===== config.mk =====
export PLATFORM = sky130hd
export DESIGN_NAME = jaw_and_igniter_sequencer
export DESIGN_NICKNAME = d
export VERILOG_FILES = /design/src/rtl/jais_pkg.sv /design/src/rtl/jais_debounce.sv /design/src/rtl/jais_seq.sv /design/src/rtl/jais_outq.sv /design/src/rtl/jaw_and_igniter_sequencer.sv
export VERILOG_INCLUDE_DIRS = /design/src /design/src/rtl
export SDC_FILE = /design/constraint.sdc
export NUM_CORES = 1
export LEC_CHECK = 0
export ABC_CLOCK_PERIOD_IN_PS = 7960
export BUFFER_PORTS_ARGS = -buffer_cell sky130_fd_sc_hd__buf_2
export CORE_ASPECT_RATIO = 1.1
export CORE_MARGIN = 2
export CORE_UTILIZATION = 45
export DETAILED_ROUTE_END_ITERATION = 10
export GPL_TIMING_DRIVEN = 1
export MAX_ROUTING_LAYER = met4
export PLACE_DENSITY_LB_ADDON = 0.1
export SLEW_MARGIN = 40
export SYNTH_ARGS = -nofsm -noshare
export SYNTH_HDL_FRONTEND = slang
export SYNTH_SLANG_ARGS = --single-unit

===== constraint.sdc =====
create_clock -name i_clk -period 7.96 [get_ports i_clk]
set_clock_uncertainty 0.2 [all_clocks]
set_input_delay 0.796 -clock i_clk [delete_from_list [all_inputs] [get_ports i_clk]]
set_output_delay 0.796 -clock i_clk [all_outputs]
set_load 0.05 [all_outputs]

===== src/rtl/jaw_and_igniter_sequencer_assert.svh =====
// Assertion macros for the jaw and igniter sequencer.
// Included by the top level; needs no package.
`ifndef JAW_AND_IGNITER_SEQUENCER_ASSERT_SVH
`define JAW_AND_IGNITER_SEQUENCER_ASSERT_SVH
`ifndef ASSERT_OFF
// Same-cycle implication, checked outside reset
`define JAIS_ASSERT_IMPL(name, clk, rst_n, ante, cons) \
    name: assert property (@(posedge clk) disable iff (!(rst_n)) (ante) |-> (cons)) \
        else $error("implication check failed");
// Next-cycle implication, checked outside reset
`define JAIS_ASSERT_NEXT(name, clk, rst_n, ante, cons) \
    name: assert property (@(posedge clk) disable iff (!(rst_n)) (ante) |=> (cons)) \
        else $error("next-cycle check failed");
`else
`define JAIS_ASSERT_IMPL(name, clk, rst_n, ante, cons)
`define JAIS_ASSERT_NEXT(name, clk, rst_n, ante, cons)
`endif
`endif


===== src/rtl/jais_pkg.sv =====
// Shared types and constants for the jaw and igniter sequencer.
// No dependencies.
package jais_pkg;

    // Register field widths
    localparam int LIMIT_W = 7;
    localparam int KICK_W  = 16;
    localparam int DUTY_W  = 8;
    localparam int PHASE_W = 3;
    localparam int CFG_IDX_W  = 2;
    localparam int CFG_DATA_W = 16;

    // Default parameter values
    localparam int KICK_TIMER_BITS_DEF = 16;
    localparam int INTEGRATOR_BITS_DEF = 8;

    // Register reset values
    localparam logic [LIMIT_W-1:0] LIMIT_RST     = 7'd32;
    localparam logic [KICK_W-1:0]  KICK_RST      = 16'd250;
    localparam logic [DUTY_W-1:0]  JAW_HOLD_RST  = 8'hcc;
    localparam logic [DUTY_W-1:0]  FUEL_HOLD_RST = 8'hff;
    localparam logic [DUTY_W-1:0]  DUTY_FULL     = 8'hff;
    localparam logic [DUTY_W-1:0]  DUTY_OFF      = 8'h00;

    // Register indexes
    typedef enum logic [CFG_IDX_W-1:0] {
        REG_DEBOUNCE_LIMIT = 2'd0,
        REG_KICK_TICKS     = 2'd1,
        REG_JAW_HOLD_DUTY  = 2'd2,
        REG_FUEL_HOLD_DUTY = 2'd3
    } t_reg_idx;

    // External phase codes
    localparam logic [PHASE_W-1:0] PH_IDLE      = 3'd0;
    localparam logic [PHASE_W-1:0] PH_REL_KICK  = 3'd1;
    localparam logic [PHASE_W-1:0] PH_REL_HOLD  = 3'd2;
    localparam logic [PHASE_W-1:0] PH_JAW_KICK  = 3'd3;
    localparam logic [PHASE_W-1:0] PH_IGNITE    = 3'd4;
    localparam logic [PHASE_W-1:0] PH_FUEL_KICK = 3'd5;
    localparam logic [PHASE_W-1:0] PH_BURN      = 3'd6;

    // Sequencer state, one-hot
    typedef enum logic [6:0] {
        ST_IDLE      = 7'b0000001,
        ST_REL_KICK  = 7'b0000010,
        ST_REL_HOLD  = 7'b0000100,
        ST_JAW_KICK  = 7'b0001000,
        ST_IGNITE    = 7'b0010000,
        ST_FUEL_KICK = 7'b0100000,
        ST_BURN      = 7'b1000000
    } t_state;

    // One result beat
    typedef struct packed {
        logic [DUTY_W-1:0]  jaw_duty;
        logic [DUTY_W-1:0]  fuel_duty;
        logic               igniter_on;
        logic [PHASE_W-1:0] phase;
    } t_result;

endpackage


===== src/rtl/jais_debounce.sv =====
// Saturating up/down integrator with hysteresis for one active-low button.
// Depends on jais_pkg.
module jais_debounce import jais_pkg::*; #(
    parameter int INTEGRATOR_BITS = INTEGRATOR_BITS_DEF
) (
    input  logic               i_clk,
    input  logic               i_rst_n,
    input  logic               i_en,
    input  logic               i_pin,
    input  logic [LIMIT_W-1:0] i_limit,
    output logic               o_pressed_q,
    output logic               o_pressed_d
);

    localparam int LW  = (INTEGRATOR_BITS > LIMIT_W) ? INTEGRATOR_BITS : LIMIT_W;
    localparam int CAP = (1 << (INTEGRATOR_BITS - 1)) - 1;
    localparam logic signed [INTEGRATOR_BITS-1:0] ONE = INTEGRATOR_BITS'(1);

    logic signed [INTEGRATOR_BITS-1:0] r_acc, n_acc;
    logic                              r_pressed, n_pressed;
    logic [LW-1:0]                     lim_u;
    logic signed [INTEGRATOR_BITS-1:0] lim, neg_lim;

    // Effective limit: zero acts as one, clamp to the integrator range
    always_comb begin
        lim_u = LW'(i_limit);
        if (lim_u == '0) begin
            lim_u = LW'(1);
        end else if (lim_u > LW'(CAP)) begin
            lim_u = LW'(CAP);
        end
        lim     = signed'(INTEGRATOR_BITS'(lim_u));
        neg_lim = -lim;
    end

    // Saturate into the band, step toward the pin level, then hysteresis
    always_comb begin
        n_acc     = r_acc;
        n_pressed = r_pressed;
        if (n_acc > lim)     n_acc = lim;
        if (n_acc < neg_lim) n_acc = neg_lim;
        if (!i_pin) begin
            if (n_acc > neg_lim) n_acc = n_acc - ONE;
        end else begin
            if (n_acc < lim) n_acc = n_acc + ONE;
        end
        if (n_acc == neg_lim) n_pressed = 1'b1;
        if (n_acc == lim)     n_pressed = 1'b0;
    end

    always_ff @(posedge i_clk) begin
        if (!i_rst_n) begin
            r_acc     <= '0;
            r_pressed <= 1'b0;
        end else if (i_en) begin
            r_acc     <= n_acc;
            r_pressed <= n_pressed;
        end
    end

    assign o_pressed_q = r_pressed;
    assign o_pressed_d = n_pressed;

endmodule


===== src/rtl/jais_seq.sv =====
// Phase state machine with kick countdown and drive decode.
// Depends on jais_pkg.
module jais_seq import jais_pkg::*; #(
    parameter int KICK_TIMER_BITS = KICK_TIMER_BITS_DEF
) (
    input  logic              i_clk,
    input  logic              i_rst_n,
    input  logic              i_en,
    input  logic              i_rel_q,
    input  logic              i_rel_d,
    input  logic              i_fire_q,
    input  logic              i_fire_d,
    input  logic [KICK_W-1:0] i_kick_ticks,
    input  logic [DUTY_W-1:0] i_jaw_hold,
    input  logic [DUTY_W-1:0] i_fuel_hold,
    output t_result           o_result
);

    localparam int KB = KICK_TIMER_BITS;
    localparam int KW = (KB > KICK_W) ? KB : KICK_W;
    localparam logic [KW-1:0] TMAX = KW'((64'd1 << KB) - 64'd1);

    t_state        r_state, n_state;
    logic [KB-1:0] r_count, n_count;
    logic [KW-1:0] k_sat;
    logic          kick_zero;
    logic          rel_new, fire_new;

    // Kick length saturated to the timer
    always_comb begin
        k_sat = KW'(i_kick_ticks);
        if (k_sat > TMAX) k_sat = TMAX;
        kick_zero = (k_sat == '0);
    end

    assign rel_new  = i_rel_d  & ~i_rel_q;
    assign fire_new = i_fire_d & ~i_fire_q;

    // Next phase
    always_comb begin
        n_state = r_state;
        n_count = r_count;
        unique case (r_state)
            ST_REL_KICK, ST_JAW_KICK, ST_FUEL_KICK: begin
                if (r_count == '0) begin
                    if (r_state == ST_REL_KICK)      n_state = ST_REL_HOLD;
                    else if (r_state == ST_JAW_KICK) n_state = ST_IGNITE;
                    else                             n_state = ST_BURN;
                end else begin
                    n_count = r_count - KB'(1);
                end
            end
            ST_REL_HOLD: begin
                if (!i_rel_d) n_state = ST_IDLE;
            end
            ST_IGNITE: begin
                if (i_fire_d) begin
                    n_state = kick_zero ? ST_BURN : ST_FUEL_KICK;
                    n_count = kick_zero ? '0 : KB'(k_sat - KW'(1));
                end else begin
                    n_state = ST_IDLE;
                end
            end
            ST_BURN: begin
                if (!i_fire_d) n_state = ST_IDLE;
            end
            default: begin
                n_state = ST_IDLE;
                if (rel_new) begin
                    n_state = kick_zero ? ST_REL_HOLD : ST_REL_KICK;
                    n_count = kick_zero ? '0 : KB'(k_sat - KW'(1));
                end else if (fire_new) begin
                    n_state = kick_zero ? ST_IGNITE : ST_JAW_KICK;
                    n_count = kick_zero ? '0 : KB'(k_sat - KW'(1));
                end
            end
        endcase
    end

    always_ff @(posedge i_clk) begin
        if (!i_rst_n) begin
            r_state <= ST_IDLE;
            r_count <= '0;
        end else if (i_en) begin
            r_state <= n_state;
            r_count <= n_count;
        end
    end

    // Drive decode from the updated phase
    always_comb begin
        o_result = '{jaw_duty: DUTY_OFF, fuel_duty: DUTY_OFF, igniter_on: 1'b0,
                     phase: PH_IDLE};
        unique case (n_state)
            ST_REL_KICK: begin
                o_result.jaw_duty = DUTY_FULL;
                o_result.phase    = PH_REL_KICK;
            end
            ST_REL_HOLD: begin
                o_result.jaw_duty = i_jaw_hold;
                o_result.phase    = PH_REL_HOLD;
            end
            ST_JAW_KICK: begin
                o_result.jaw_duty = DUTY_FULL;
                o_result.phase    = PH_JAW_KICK;
            end
            ST_IGNITE: begin
                o_result.jaw_duty   = i_jaw_hold;
                o_result.igniter_on = 1'b1;
                o_result.phase      = PH_IGNITE;
            end
            ST_FUEL_KICK: begin
                o_result.jaw_duty   = i_jaw_hold;
                o_result.fuel_duty  = DUTY_FULL;
                o_result.igniter_on = 1'b1;
                o_result.phase      = PH_FUEL_KICK;
            end
            ST_BURN: begin
                o_result.jaw_duty   = i_jaw_hold;
                o_result.fuel_duty  = i_fuel_hold;
                o_result.igniter_on = 1'b1;
                o_result.phase      = PH_BURN;
            end
            default: begin
                o_result.phase = PH_IDLE;
            end
        endcase
    end

endmodule


===== src/rtl/jais_outq.sv =====
// Two-entry result queue: two-slot ring buffer with read and write pointers.
// Depends on jais_pkg.
module jais_outq import jais_pkg::*; (
    input  logic    i_clk,
    input  logic    i_rst_n,
    input  logic    i_push,
    input  t_result i_data,
    output logic    o_space,
    output logic    o_valid,
    input  logic    i_pop,
    output t_result o_data
);

    t_result    r_buf [2];
    logic       r_wr_ptr, r_rd_ptr;
    logic [1:0] r_cnt, n_cnt;
    logic       do_pop;

    assign do_pop  = i_pop & (r_cnt != 2'd0);
    assign o_space = (r_cnt != 2'd2);
    assign o_valid = (r_cnt != 2'd0);
    assign o_data  = r_buf[r_rd_ptr];

    // Occupancy
    always_comb begin
        n_cnt = r_cnt;
        if (i_push && !do_pop)      n_cnt = r_cnt + 2'd1;
        else if (!i_push && do_pop) n_cnt = r_cnt - 2'd1;
    end

    always_ff @(posedge i_clk) begin
        if (!i_rst_n) begin
            r_wr_ptr <= 1'b0;
            r_rd_ptr <= 1'b0;
            r_cnt    <= 2'd0;
        end else begin
            if (i_push) r_wr_ptr <= ~r_wr_ptr;
            if (do_pop) r_rd_ptr <= ~r_rd_ptr;
            r_cnt <= n_cnt;
        end
    end

    // Payload storage
    always_ff @(posedge i_clk) begin
        if (i_push) r_buf[r_wr_ptr] <= i_data;
    end

endmodule


===== src/rtl/jaw_and_igniter_sequencer.sv =====
// Jaw and igniter sequencer: debounces two buttons and steps the actuator phases.
// Depends on jais_pkg, jais_debounce, jais_seq, jais_outq and the assertion header.
//
// Usage:
//   Input channel (i_valid/o_ready) carries one millisecond tick per beat with
//   the raw active-low release and fire pin levels. Output channel
//   (o_valid/i_ready) returns exactly one result beat per tick: jaw and fuel
//   duties, igniter drive and phase code.
//   Each result is queued when its tick is accepted, behind any results waiting.
//   Throughput: one tick per cycle while o_ready is high; the debounce and phase
//   updates are a single pass of logic between the state registers.
//   A two-entry result queue lets a tick be accepted while one result waits;
//   o_ready drops only when both entries are held by a stalled receiver.
//   Configuration: i_cfg_we writes i_cfg_data to register i_cfg_index at once;
//   write only while no result is outstanding.
//   Reset (synchronous, i_rst_n low): integrators zero, buttons released,
//   phase idle, queue empty, registers back to their defaults.
`include "jaw_and_igniter_sequencer_assert.svh"

module jaw_and_igniter_sequencer import jais_pkg::*; #(
    parameter int KICK_TIMER_BITS = KICK_TIMER_BITS_DEF,
    parameter int INTEGRATOR_BITS = INTEGRATOR_BITS_DEF
) (
    input  logic                  i_clk,
    input  logic                  i_rst_n,
    // tick channel
    input  logic                  i_valid,
    output logic                  o_ready,
    input  logic                  i_release_pin,
    input  logic                  i_fire_pin,
    // result channel
    output logic                  o_valid,
    input  logic                  i_ready,
    output logic [DUTY_W-1:0]     o_jaw_duty,
    output logic [DUTY_W-1:0]     o_fuel_duty,
    output logic                  o_igniter_on,
    output logic [PHASE_W-1:0]    o_phase,
    // configuration
    input  logic                  i_cfg_we,
    input  logic [CFG_IDX_W-1:0]  i_cfg_index,
    input  logic [CFG_DATA_W-1:0] i_cfg_data
);

    logic [LIMIT_W-1:0] r_limit;
    logic [KICK_W-1:0]  r_kick;
    logic [DUTY_W-1:0]  r_jaw_hold;
    logic [DUTY_W-1:0]  r_fuel_hold;

    logic    tick;
    logic    rel_q, rel_d, fire_q, fire_d;
    logic    q_space;
    t_result seq_res, out_res;

    assign o_ready = q_space;
    assign tick    = i_valid & q_space;

    // Configuration registers
    always_ff @(posedge i_clk) begin
        if (!i_rst_n) begin
            r_limit     <= LIMIT_RST;
            r_kick      <= KICK_RST;
            r_jaw_hold  <= JAW_HOLD_RST;
            r_fuel_hold <= FUEL_HOLD_RST;
        end else if (i_cfg_we) begin
            unique case (t_reg_idx'(i_cfg_index))
                REG_DEBOUNCE_LIMIT: r_limit     <= i_cfg_data[LIMIT_W-1:0];
                REG_KICK_TICKS:     r_kick      <= i_cfg_data[KICK_W-1:0];
                REG_JAW_HOLD_DUTY:  r_jaw_hold  <= i_cfg_data[DUTY_W-1:0];
                REG_FUEL_HOLD_DUTY: r_fuel_hold <= i_cfg_data[DUTY_W-1:0];
                default: ;
            endcase
        end
    end

    // Button debouncers, both advance on each tick beat
    jais_debounce #(.INTEGRATOR_BITS(INTEGRATOR_BITS)) u_rel_db (
        .i_clk       (i_clk),
        .i_rst_n     (i_rst_n),
        .i_en        (tick),
        .i_pin       (i_release_pin),
        .i_limit     (r_limit),
        .o_pressed_q (rel_q),
        .o_pressed_d (rel_d)
    );

    jais_debounce #(.INTEGRATOR_BITS(INTEGRATOR_BITS)) u_fire_db (
        .i_clk       (i_clk),
        .i_rst_n     (i_rst_n),
        .i_en        (tick),
        .i_pin       (i_fire_pin),
        .i_limit     (r_limit),
        .o_pressed_q (fire_q),
        .o_pressed_d (fire_d)
    );

    // Phase sequencer
    jais_seq #(.KICK_TIMER_BITS(KICK_TIMER_BITS)) u_seq (
        .i_clk        (i_clk),
        .i_rst_n      (i_rst_n),
        .i_en         (tick),
        .i_rel_q      (rel_q),
        .i_rel_d      (rel_d),
        .i_fire_q     (fire_q),
        .i_fire_d     (fire_d),
        .i_kick_ticks (r_kick),
        .i_jaw_hold   (r_jaw_hold),
        .i_fuel_hold  (r_fuel_hold),
        .o_result     (seq_res)
    );

    // Result queue
    jais_outq u_outq (
        .i_clk   (i_clk),
        .i_rst_n (i_rst_n),
        .i_push  (tick),
        .i_data  (seq_res),
        .o_space (q_space),
        .o_valid (o_valid),
        .i_pop   (i_ready),
        .o_data  (out_res)
    );

    assign o_jaw_duty   = out_res.jaw_duty;
    assign o_fuel_duty  = out_res.fuel_duty;
    assign o_igniter_on = out_res.igniter_on;
    assign o_phase      = out_res.phase;

    // Checks
    `JAIS_ASSERT_NEXT(a_tick_gives_beat, i_clk, i_rst_n, tick, o_valid)
    `JAIS_ASSERT_IMPL(a_full_means_valid, i_clk, i_rst_n, !o_ready, o_valid && !$past(i_ready && o_valid))
    `JAIS_ASSERT_IMPL(a_idle_all_off, i_clk, i_rst_n, o_valid && o_phase == PH_IDLE, o_jaw_duty == DUTY_OFF && o_fuel_duty == DUTY_OFF && !o_igniter_on)
    `JAIS_ASSERT_IMPL(a_fuel_needs_igniter, i_clk, i_rst_n, o_valid && o_fuel_duty != DUTY_OFF, o_igniter_on)

endmodule

## After elaboration in Yosys (flattened, before gate mapping)

Memories as Yosys holds them, arrays and structs flattened. A register that Yosys moved wholly into a read port is not among the register bits.
Index checks and enable logic that the tools add are counted.
Widths: inputs -> output; s select.

| operators by class | value |
|---|---|
| mux-type cells | 44 |
| reductions and logical operators | 21 |
| add/sub/neg operators | 9 |
| equal/unequal tests | 22 |
| magnitude comparators | 9 |
| bitwise logic cells | 9 |

Operators by type and width:

| operator | count |
|---|---|
| $mux 16 | 6 |
| $mux 8 | 10 |
| $mux 7 | 10 |
| $pmux 16 s3 | 1 |
| $eq 8x8->1 | 4 |
| $gt 8x8->1 | 4 |
| $logic_not 16->1 | 2 |
| $lt 8x8->1 | 4 |
| $pmux 8 s2 | 2 |
| $sub 16x1->16 const B | 2 |
| $pmux 7 s4 | 1 |
| $pmux 3 s6 | 1 |
| $add 8x2->8 const B | 2 |
| $gt 16x16->1 const B | 1 |
| $sub 8x2->8 const B | 2 |
| $eq 7x2->1 const B | 2 |
| $eq 7x3->1 const B | 2 |
| $eq 7x4->1 const B | 2 |
| $eq 7x5->1 const B | 2 |
| $eq 7x6->1 const B | 2 |
| $eq 7x7->1 const B | 2 |
| $mux 1 | 9 |
| $neg 7->8 | 1 |
| $reduce_and 2->1 | 4 |
| 21 further kinds | 36 |

| storage, ports and cells | value |
|---|---|
| input bits | 25 |
| flip-flop bits (word level) | 84 |
| output and inout bits | 22 |
| memories kept | 1 |
| memory bits (writable) | 40 |

Memory list:

| name | words | width | read ports | clocked after Yosys merged registers in | wr ports | line | text |
|---|---|---|---|---|---|---|---|
| u_outq.r_buf | 2 | 20 | 1 | 1 | 1 | jais_outq.sv:14 | `t_result r_buf [2];` |

## Longest topological paths before layout

Gate-level depths: netlist (run 1).

| logic depth | value |
|---|---|
| word-level depth | 19 |
| gate-level depth with buffers | 37 |
| mapped depth without buffers | 31 |

## By module

Synthesis (run 1) repeated with hierarchy kept, for this count alone.

| unflattened totals | value |
|---|---|
| cells, all modules | 1,132 |
| area, all modules | 9,995.8 um2 |

Modules (own cells, without submodules):

| module | area an instance (um2) | seq. area each (um2) | cells an instance | times used |
|---|---|---|---|---|
| jais_debounce | 2,285.9 | 180.2 | 295 | 2 |
| jais_seq | 2,200.9 | 460.4 | 301 | 1 |
| jais_outq | 1,656.6 | 1,301.2 | 84 | 1 |
| jaw_and_igniter_sequencer | 1,566.5 | 780.7 | 157 | 1 |

## Least setup slack after synthesis (run 1)

OpenSTA, ideal clock, no wires.

| timing | value |
|---|---|
| path kind | register -> register |
| from | register r_limit[1] |
| to | memory u_outq.r_buf[0][0] (netlist bit), data pin |
| stages on the path, launching flop included | 35 |
| slack | -481 ps |
| period minus slack after synthesis | 8,441 ps |
| data required time | 7,497 ps |
| arrival | 7,978 ps |
| path buffers | 5 |
| path through | dfxtp_1 > buf_6 > nor4_4 > a21o_1 > ha_1 > and3_1 > a21oi_1 > o21a_1 > buf_2 > buf_2 > buf_2 > mux2_2 > ha_1 > a21o_1 > a211o_1 > or4_4 > o21a_4 > clkbuf_1 > nand2_1 > o21ai_0 > ha_1 > o21ai_0 > o211ai_1 > nand3_1 > nor3_1 > nand4_1 > o32ai_1 > a311o_1 > o21ai_1 > or4b_1 > nor4_2 > a21oi_2 > a31oi_2 > o221ai_2 > or2_1 |

RTL lines:

| what | line | text |
|---|---|---|
| start, declared | jaw_and_igniter_sequencer.sv:44 | `logic [LIMIT_W-1:0] r_limit;` |
| start signal, assigned | jaw_and_igniter_sequencer.sv:66 | `REG_DEBOUNCE_LIMIT: r_limit <= i_cfg_data[LIMIT_W-1:0];` |
| end, declared | jais_outq.sv:14 |  |

==> summary.md, run 1 <==
| Metric | Value |
|---|---|
| Final number of max-transition violations | `0` |
| Clock Sinks | `125` |
| Clock-pin slew on the worst setup and hold paths | `0.06 ns` |
| Initial antenna violation count | `0` |
| Fin crit period | `7.71 ns` |
| Max cap viols | `0` |
| Mux contribution to synthesized area | `0.0616` |
| Placement Setup Slack | `-0.0308 ns` |
| P_leak | `4.94 nW` |
| Critical path startpoint category | `flop` |
| Maximum fanout along the worst path | `8` |
| Distinct cells, synth | `95` |
| Placer Congestion | `between 1 and 1.5` |
| Share of synthesized flip-flops with an asynchronous set or reset | `0` |
| CTS buffer count | `17` |
| # setup viols final | `0` |
| Post-synthesis xor/xnor area fraction | `0.0621` |
| Vias in the first global route | `8,344` |
| Endpoints failing hold | `0` |
| Ys Warns | `0` |
| Crit path kind | `flop to flop` |
| Post-synth design cell area | `9390 sq um` |
| CP endpoint kind | `flop` |
| Clock power frac | `0.143` |
| Max frequency | `0.130 GHz` |
| Internal power | `2.89 mW` |
| Drt total wl | `28,100 um` |
| Synth Flop Type | `dfxtp_1` |
| Status | `completed` |
| Psw | `2.50 mW` |
| Peak VDD IR | `around 0.00031 V` |
| Root buffer cell | `clkbuf_16` |
| Worst r2r path cells | `31` |
| H-tree levels | `4` |
| CP required | `7.93 ns` |
| CTS tree | `done` |
| Final Hold Slack | `0.264 ns` |
| Via Count | `approximately 8,700` |
| Total Die Area | `22,000 sq um` |
| First-pass GRT wire length | `43,900 um` |
| Pre-antenna DRT Iters | `5` |
| Die Y | `155 um` |
| Area added between synthesis and finish | `21.3%` |
| Final antenna-violating net count | `0` |
| Starting density of the core | `0.458` |
| Detailed-route DRC error count | `0` |
| Flop2flop setup slack | `0.25 ns` |
| Sequential element share of the synthesized area | `0.309` |
| Pwr/cell area | `473 nW/um^2` |
| Final TNS setup | `0 ns` |
| Routed WL per cell | `18.8 um` |
| Fillers | `1,931` |
| Worst setup slack after layout | `0.255 ns` |
| Worst EP arrival | `7.67 ns` |
| Largest family of logic cells by synthesized area | `simple AND/OR/NAND/NOR gates` |
| Synth Area in Compound Gates | `0.215` |
| Worst-Skew Late Latency | `roughly 0.42 ns` |
| Share of layout cells above drive strength 1 | `0.242` |
| Register bit total from synthesis | `125` |
| Largest net degree at the start of global routing | `85` |
| Max clock buf depth | `2` |
| Min-Delay Path Depth | `2` |
| Synth Area in Adders | `0.0853` |
| ANT cells | `0` |
| Synth Area in Simple Gates | `0.223` |
| Die Wd | `between 100 and 150 um` |
| Post-synthesis instance total | `1,101` |
| Rows | `55` |
| Flop pwr share | `0.161` |
| Placed wire-length estimate | `~21,000 um` |
| Logic gate share of total power | `0.696` |
| I/O Buffers | `46` |
| Post-route clock period utilization | `0.968` |
| Slowest cell on crit path | `or4_4` |
| Global route overflow | `0` |
| Worst Tran Pin Value | `1.13 ns` |
| Hold Crit Class | `flop to flop` |
| Hold_buf cts | `0` |
| Sw frac | `0.464` |
| Post-synth EDFFs | `40` |
| Total GRT Usage | `0.261` |
| Ports | `47` |
| Slew headroom | `0.238` |
| Core area | `20,500 sq um` |
| 1st-iter DRT viols | `585` |
| Synth Area per Inst | `8.53 sq um` |
| Crit-path max cell delay | `0.55 ns` |
| Via density | `5.80` |
| # nets final | `1,314` |
synth_stat cells (5+ instances only):
cell type    n  area [sq um]
a211oi_1    10          75.1
a21boi_0    21           158
a21o_1      26           195
a21oi_1     57           285
a31o_2       7          61.3
and2_1      11          68.8
and3_1      11          68.8
buf_2       14          70.1
clkbuf_1    36           135
dfxtp_1     85          1700
edfxtp_1    40          1200
ha_1        64           801
inv_1       41           154
mux2_2      31           349
mux2i_1     20           200
nand2_1    144           541
nand2b_1    16           100
nand3_1     40           200
nand3b_1     6          45.0
nand4_1     17           106
nor2_1      65           244
nor2b_1     13          81.3
nor3_1      23           115
nor3b_1      5          37.5
nor4_1       8          50.1
o211a_1     11           110
o211ai_1    13          97.6
o21a_1       8          60.1
o21ai_0     41           205
o21ai_1      7          35.0
o221ai_1     7          61.3
o22ai_1      6          37.5
o31ai_1      6          45.0
o32ai_1      5          43.8
or2_2       12          75.1
or3_1       13          81.3
or4_1       11          82.6
xnor2_1     50           438
xor2_1      14           123
sequential cells by signal, summed over array words and instances (netlist names), named ones only:
name                   cells
r_jaw_hold                 8
u_outq.r_wr_ptr            1
u_fire_db.r_acc            8
u_seq.r_count             16
u_rel_db.o_pressed_q       1
u_outq.r_buf              40
u_seq.r_state              7
r_fuel_hold                8
u_outq.r_rd_ptr            1
r_limit                    7
u_rel_db.r_acc             8
u_outq.r_cnt               2
u_fire_db.o_pressed_q      1
r_kick                    16
per-layer routing:
| layer | share of wire | vias to the layer above | global-route usage |
|---|---|---|---|
| met3 | 0.041 | 55 | 0.0308 |
| li1 | - | 4298 | - |
| met1 | 0.43 | 4071 | 0.316 |
| met2 | 0.50 | 238 | 0.444 |
| met4 | 0.031 | 0 | 0.105 |
| met5 | 0 | - | - |
cell families after synthesis:
group	Yosys count
mux	53
fa+ha+maj	64
simple gates	415
xor+xnor	65
flops	125
other cells	1
compound gates	278
buf+inv	100
per-stage QoR:
stage	util	instance area, sq um	power, mW	instances
6_report	0.555	11400	5.39	1494
5_1_grt	0.555	11400	5.80	1494
4_1_cts	0.542	11100	5.18	1483
3_5_place_dp	0.512	10500	4.38	1451
2_1_floorplan	-	9450	3.35	1104
3_3_place_gp	0.512	10500	4.38	1451
area by class of cell:
| type | instances | area, sq um | area share |
|---|---|---|---|
| Clock buffer | 17 | 425 | 0.0374 |
| Clock inverter | 15 | 170 | 0.0149 |
| Inverter | 44 | 165 | 0.0145 |
| Multi-Input combinational cell | 880 | 6320 | 0.555 |
| Sequential cell | 125 | 2910 | 0.255 |
| Tap cell | 256 | 320 | 0.0281 |
| Timing Repair Buffer | 157 | 1080 | 0.0951 |
worst paths after layout:
| path | from | to |
|---|---|---|
| worst max-delay path | r_limit[4] | u_outq.r_buf[0][13] |
| worst min-delay path | r_jaw_hold[5] | r_jaw_hold[5] |
| worst max register to register | r_limit[4] | u_outq.r_buf[0][13] |
| worst min register to register | r_jaw_hold[5] | r_jaw_hold[5] |
placed cells by master, fill, tap and decap left out, drive strengths merged, types with 11 or more instances in the layout:
cell type	n
mux2	32
o211ai	13
or4	12
inv	51
nand2b	16
nor2	66
or2	14
dfxtp	85
a21o	26
xor2	14
nor3	24
nand3	40
nand2	144
a21boi	22
nor4	11
clkbuf	17
edfxtp	40
buf	157
o211a	11
a21oi	59
or3	13
nand4	17
ha	64
o21ai	50
and3	11
mux2i	21
nor2b	13
xnor2	50
and2	11
power groups by stage:
stage / logic (mW) / clock network, mW / registers, mW
finish: 3.75 / 0.772 / 0.865
global route: 4.11 / 0.814 / 0.878
CTS: 3.53 / 0.788 / 0.865
detailed placement: 3.51 / 0 / 0.878
global placement: 3.50 / 0 / 0.877
floorplan: 2.49 / 0 / 0.854
worst max-delay path, delay by kind of cell (launching register included):
| family | cells | cell delay, ns |
|---|---|---|
| buffers and inverters | 2 | 0.32 |
| AND/OR/NAND/NOR | 11 | 2.71 |
| flip-flops | 1 | 0.36 |
| adder cells (fa/ha/maj) | 3 | 0.83 |
| multiplexers | 1 | 0.40 |
| AO/OA/AOI/OAI | 13 | 2.50 |
| XOR/XNOR | 1 | 0.17 |
what timing repair did:
action | in CTS | in global routing
setup buffers | 0 | 10
pin swaps | 0 | 11
gates resized for setup | 2 | 38
cloned | 0 | 1
endpoints found under the hold margin | 0 | 0
setup endpoints to repair | 18 | 62
Power figures use the tool's default switching activity.
==> run 2, diff against run 1 <==
--- a/config.mk
+++ b/config.mk
@@ -12,9 +12,9 @@
 export CORE_MARGIN = 2
 export CORE_UTILIZATION = 45
 export DETAILED_ROUTE_END_ITERATION = 10
-export GPL_TIMING_DRIVEN = 1
+export GPL_TIMING_DRIVEN = 0
 export MAX_ROUTING_LAYER = met4
-export PLACE_DENSITY_LB_ADDON = 0.1
+export PLACE_DENSITY = 0.73
 export SLEW_MARGIN = 40
 export SYNTH_ARGS = -nofsm -noshare
 export SYNTH_HDL_FRONTEND = slang
==> run 2 against run 1 <==
- the run now ends with negative setup slack left
- non-clock buffer count grew 29
- clock power decreased by 0.6%
- register-to-register slack lost 0.35 ns
- maximum frequency down 4.3%
- cell count up 2.0%
- critical path depth is 1 higher
- sequential share of layout area shrank 1.7 points
- core utilization up 4.0 points
==> summary.md, run 2 (synthesis gave the netlist of run 1 again) <==
| Metric | Value |
|---|---|
| Max FFs per register | `40` |
| CTS buffer count | `17` |
| Placed wire-length estimate | `20,400 um` |
| Initial antenna violation count | `0` |
| Violated checks | `negative setup slack` |
| Final antenna-violating net count | `0` |
| CP bufs+invs | `7` |
| Via Count | `roughly 9,500` |
| Critical path startpoint category | `flop` |
| Cell mode on critical path | `ha_1` |
| Status | `finished, violations left` |
| Die Wd | `approximately 140 um` |
| Fin util | `0.596` |
| Commonest cells after routing, fill and taps aside | `139 x nand2_1, 82 x buf_4, 81 x dfxtp_1` |
| Endpoints failing hold | `0` |
| Sw frac | `0.475` |
| Rows | `55` |
| Drt total wl | `31,200 um` |
| First-pass GRT wire length | `around 46,000 um` |
| Logic gate share of total power | `0.736` |
| # nets final | `1,344` |
| Pre-antenna DRT Iters | `8` |
| P_leak | `5.12 nW` |
| Hold Crit Class | `flop to flop` |
| Share of layout cells above drive strength 1 | `0.284` |
| Pwr/cell area | `511 nW/um^2` |
| Most common library cell in the layout ignoring fill and taps | `nand2_1` |
| ANT cells | `0` |
| H-tree levels | `4` |
| Flop pwr share | `0.141` |
| Slowest cell on crit path | `or4_4` |
| Worst-Skew Late Latency | `just over 0.4 ns` |
| Largest net degree at the start of global routing | `21` |
| Total power | `6.24 mW` |
| Clock-pin slew on the worst setup and hold paths | `about 0.06 ns` |
| Maximum fanout along the worst path | `9` |
| Clock power frac | `0.123` |
| I/O Buffers | `44` |
| Area added between synthesis and finish | `30.1%` |
| Peak VDD IR | `between 0.0003 and 0.0004 V` |
| Vias in the first global route | `8,895` |
| Slew headroom | `0.265` |
| Post-route clock period utilization | `1.01` |
| Detailed-route DRC error count | `0` |
| Internal power | `3.28 mW` |
| CP required | `7.92 ns` |
| Ports | `47` |
| CTS tree | `done` |
| Global route overflow | `0` |
| Core area | `20,500 sq um` |
| Root buffer cell | `clkbuf_16` |
| # setup viols final | `11` |
| Die Y | `155 um` |
| Total GRT Usage | `0.273` |
| CP endpoint kind | `flop` |
| Max frequency | `0.124 GHz` |
| Final number of max-transition violations | `0` |
| Total Die Area | `22,000 sq um` |
| Psw | `2.96 mW` |
| CP delay by family, top | `simple AND/OR/NAND/NOR gates` |
| Crit path kind | `flop to flop` |
| Routed WL per cell | `just over 20 um` |
| Worst setup slack after layout | `-0.0918 ns` |
| Top Registers | `u_outq.r_buf (40), r_kick (16), u_seq.r_count (16)` |
| 1st-iter DRT viols | `1,254` |
| Worst Tran Pin Value | `1.10 ns` |
| Worst EP arrival | `8.01 ns` |
| Register with the most flip-flops | `u_outq.r_buf` |
| Clock Sinks | `roughly 130` |
| Via density | `around 6.3` |
| Crit-path max cell delay | `0.53 ns` |
| Hold_buf cts | `0` |
| Starting density of the core | `0.458` |
| Fin crit period | `8.05 ns` |
| Max clock buf depth | `2` |
| Unrepaired setup endpoints after global routing | `yes` |
| Placer Congestion | `0.938` |
| Max cap viols | `0` |
## run 2: changes by cell type in the layout (fill, tap and decap cells not counted), sizes merged
cell / delta
clkinvlp: +1
o21ai: +1
buf: -6
clkbuf: +35
bufinv: +1
clkinv: +6
inv: -8
## run 2: layout make-up
cell class	count	area (sq um)
Buffer	52	329
Clock buffer	17	425
Clock inverter	15	165
Fill cell	1719	8290
Inverter	44	183
Multi-Input combinational cell	881	6930
Sequential cell	125	2910
Tap cell	256	320
Timing Repair Buffer	134	952
## run 2: path summary, 6_finish.rpt
path / startpoint / to / slack [ns] / cells past startpoint
max: r_limit[4] / u_outq.r_buf[0][0] / -0.09 / 32
min: r_jaw_hold[0] / r_jaw_hold[0] / 0.27 / 2
max reg2reg: r_limit[4] / u_outq.r_buf[0][0] / -0.09 / 32
min reg2reg: r_jaw_hold[0] / r_jaw_hold[0] / 0.27 / 2
## run 2: worst reg2reg max path: cells and delay by family (launching register included)
kind / cells / cell delay, ns
flip-flops: 1 / 0.32
AO/OA/AOI/OAI: 12 / 2.10
XOR/XNOR: 1 / 0.20
AND/OR/NAND/NOR: 9 / 2.34
buffers and inverters: 7 / 1.60
adder cells (fa/ha/maj): 3 / 1.02
## run 2: timing repair
| action | CTS | global route |
|---|---|---|
| endpoints found under the setup margin | 65 | 61 |
| pin swaps | 39 | 57 |
| gates resized for setup | 99 | 81 |
| cloned | 1 | 3 |
| setup buffers | 45 | 40 |
| endpoints found under the hold margin | 0 | 0 |
## run 2: power by group through the flow
stage	registers (mW)	logic, mW	clock network [mW]
after floorplan	0.854	2.49	0
after global placement	0.881	3.11	0
after detailed placement	0.884	3.18	0
after CTS	0.877	3.87	0.769
after global routing	0.892	4.88	0.800
final	0.883	4.59	0.767
## run 2: layer usage
metal	part of all wire	wire length (um)	up-vias	GRT usage
met5	0	0	-	-
met4	0.045	1390	0	0.127
met2	0.49	15200	537	0.453
met3	0.083	2590	138	0.0357
li1	-	-	4368	-
met1	0.39	12000	4483	0.331
## run 2: stage by stage
| step | setup slack, ns | std cells | TNS (ns) | cell area, sq um | hold WS, ns |
|---|---|---|---|---|---|
| detailed placement | -1.67 | 1407 | -87.29 | 10100 | 0.256 |
| finish | -0.0918 | 1524 | -0.459 | 12200 | 0.266 |
| CTS | 0.00298 | 1483 | 0 | 11500 | 0.269 |
| global route | -0.378 | 1524 | -11.09 | 12200 | 0.286 |
| global placement | -2.19 | 1404 | -125.43 | 9990 | 0.252 |
| floorplan | 0.00168 | 1104 | 0 | 9450 | 0.232 |
==> run 3, diff against run 2 <==
--- a/config.mk
+++ b/config.mk
@@ -6,6 +6,7 @@
 export SDC_FILE = /design/constraint.sdc
 export NUM_CORES = 1
 export LEC_CHECK = 0
+export ABC_AREA = 1
 export ABC_CLOCK_PERIOD_IN_PS = 7960
 export BUFFER_PORTS_ARGS = -buffer_cell sky130_fd_sc_hd__buf_2
 export CORE_ASPECT_RATIO = 1.1
==> run 3 against run 2 <==
- the run now ends clean
- maximum frequency increased by 8.2%
- register-to-register slack improved by 0.61 ns
- hold slack lost 0.0039 ns
- critical endpoint is now u_outq.r_buf[0][15]
==> summary.md, run 3 <==
| Metric | Value |
|---|---|
| Pwr/cell area | `approximately 380 nW/um^2` |
| Status | `completed` |
| Fin util | `0.528` |
| Total GRT Usage | `0.242` |
| Slew headroom | `0.379` |
| Die Wd | `~140 um` |
| CP endpoint kind | `flop` |
| Final antenna-violating net count | `0` |
| Yosys top cell area share | `0.188` |
| P_leak | `5.14 nW` |
| Fin crit period | `approximately 7.4 ns` |
| Die Y | `153 um` |
| First-pass GRT wire length | `40,600 um` |
| Final number of max-transition violations | `0` |
| Ys Warns | `0` |
| Fillers | `around 1,900` |
| Cell mode on critical path | `nand2_1` |
| Starting density of the core | `0.458` |
| Synth Flop Type | `dfxtp_1` |
| Via Count | `8,812` |
| Endpoints failing hold | `0` |
| Share of layout cells above drive strength 1 | `0.163` |
| Pre-antenna DRT Iters | `5` |
| Root buffer cell | `clkbuf_16` |
| Synth Area per Inst | `6.98 sq um` |
| Worst-Skew Late Latency | `0.42 ns` |
| Worst r2r path cells | `49` |
| Initial antenna violation count | `0` |
| Post-Layout Inst Area | `10,500 sq um` |
| Critical path startpoint category | `flop` |
| Post-synth design cell area | `9060 sq um` |
| Peak VDD IR | `~0.00022 V` |
| Post-synth EDFFs | `40` |
| Most frequent cell after synthesis | `nand2_1` |
| Worst Tran Pin Value | `0.929 ns` |
| Total Die Area | `21,300 sq um` |
| Sequential cell area | `around 2900 sq um` |
| CTS buffer count | `17` |
| Global route overflow | `0` |
| Largest net degree at the start of global routing | `21` |
| Hold Crit Class | `flop to flop` |
| Rows | `54` |
| Via density | `between 5 and 6` |
| Clock Sinks | `~130` |
| Max clock buf depth | `2` |
| # setup viols final | `0` |
| Maximum fanout along the worst path | `10` |
| Share of synthesized flip-flops with an asynchronous set or reset | `0` |
| Sequential element share of the synthesized area | `0.320` |
| Post-synthesis instance total | `1,297` |
| CTS tree | `done` |
| CP required | `7.92 ns` |
| Drt total wl | `about 25,000 um` |
| Register with the most flip-flops | `u_outq.r_buf` |
| Max FFs per register | `40` |
| Placed wire-length estimate | `18,600 um` |
| Most frequent cells after synthesis | `317 x nand2_1, 148 x nor2_1, 140 x inv_1` |
| Crit-path max cell delay | `a little under 0.6 ns` |
| Detailed-route DRC error count | `0` |
| Area added between synthesis and finish | `15.4%` |
| I/O Buffers | `45` |
| Ports | `47` |
| Fin cells | `1,642` |
| Max frequency | `0.134 GHz` |
| Slowest cell on crit path | `dfxtp_1` |
| Distinct cells, synth | `45` |
| Routed WL per cell | `between 15 and 20 um` |
| Clock-pin slew on the worst setup and hold paths | `roughly 0.06 ns` |
| Top cells by area, synth | `dfxtp_1 19%, edfxtp_1 13%, nand2_1 13%` |
| Core area | `between 15,000 and 20,000 sq um` |
| Post-Place Cells | `1,598` |
| Final TNS setup | `0 ns` |
| # nets final | `1,466` |
| Min-Delay Path Depth | `2` |
| H-tree levels | `4` |
| Crit path kind | `flop to flop` |
| Biggest area consumer among synthesized cells | `dfxtp_1` |
| Post-route clock period utilization | `0.935` |
| 1st-iter DRT viols | `747` |
| Top Registers | `u_outq.r_buf (40), r_kick (16), u_seq.r_count (16)` |
| Placed Area | `just under 10,000 sq um` |
| Register bit total from synthesis | `125` |
| Multi-input gate area | `5530 sq um` |
| Placer Congestion | `roughly 0.94` |
| Most common library cell in the layout ignoring fill and taps | `nand2_1` |
| Max cap viols | `0` |
| Commonest cells after routing, fill and taps aside | `317 x nand2_1, 145 x nor2_1, 139 x inv_1` |
| ANT cells | `0` |
| Worst EP arrival | `7.40 ns` |
| Vias in the first global route | `between 8,000 and 9,000` |
-- run 3: cell count changes in the layout (fill, tap and decap cells not counted), sizes merged, moves of 25 or more --
cell	delta
xnor2	-40
nand3	+81
o21ai	+47
nand2	+217
nor2	+105
buf	-90
inv	+115
a21o	-25
-- run 3: final timing paths --
path,start,to,slack [ns]
setup reg to reg,r_limit[4],u_outq.r_buf[0][15],0.52
setup / recovery,r_limit[4],u_outq.r_buf[0][15],0.52
hold / removal,r_jaw_hold[2],r_jaw_hold[2],0.26
hold reg to reg,r_jaw_hold[2],r_jaw_hold[2],0.26
-- run 3: per-layer routing --
metal | vias to the layer above | track usage | wire length, um
met5 | - | - | 0
met4 | 0 | 0.0611 | 292
met3 | 29 | 0.0336 | 1490
met2 | 296 | 0.407 | 12300
met1 | 4058 | 0.307 | 11300
li1 | 4429 | - | -
-- run 3: kinds of logic after synthesis --
kind of cell / synth area share
buf+inv: 0.0797
compound gates: 0.108
other cells: 0.000414
mux: 0.0249
xor+xnor: 0.0300
flops: 0.320
fa+ha+maj: 0.0884
simple gates: 0.348
-- run 3: area by class of cell --
class / instances / area share
clock buffer: 17 / 0.0407
multi-input combinational: 993 / 0.529
timing repair buffer: 57 / 0.0309
inverter: 155 / 0.0572
clock inverter: 15 / 0.0214
buffer: 28 / 0.0132
tap: 252 / 0.0302
sequential: 125 / 0.278
-- run 3: repair_timing --
action	in CTS	in global routing
resized for setup	4	15
pin swaps	0	3
hold endpoints to repair	0	0
buffers inserted	1	10
hold buffers	0	0
setup endpoints to repair	26	62
gates cloned	0	1
-- run 3: through the flow --
stage | setup WS [ns] | power (mW) | hold WS [ns]
floorplan | 1.42 | 2.56 | 0.229
global placement | -0.0578 | 2.99 | 0.241
detailed placement | -0.328 | 3.04 | 0.243
CTS | 0.0426 | 3.91 | 0.261
global route | -0.00923 | 4.29 | 0.281
finish | 0.521 | 3.95 | 0.262
-- run 3: critical path, delay by kind of cell, from the launching register on --
family                   cells  cell delay (ns)
AO/OA/AOI/OAI                8             1.49
AND/OR/NAND/NOR             32             3.24
flip-flops                   1             0.59
adder cells (fa/ha/maj)      3             0.80
buffers and inverters        5             0.76
XOR/XNOR                     1             0.09
-- run 3: where the power goes --
group / switching (mW) / internal [mW]
Clock: 0.317 / 0.537
Sequential: 0.0764 / 0.788
Combinational: 1.51 / 0.725
Total: 1.90 / 2.05
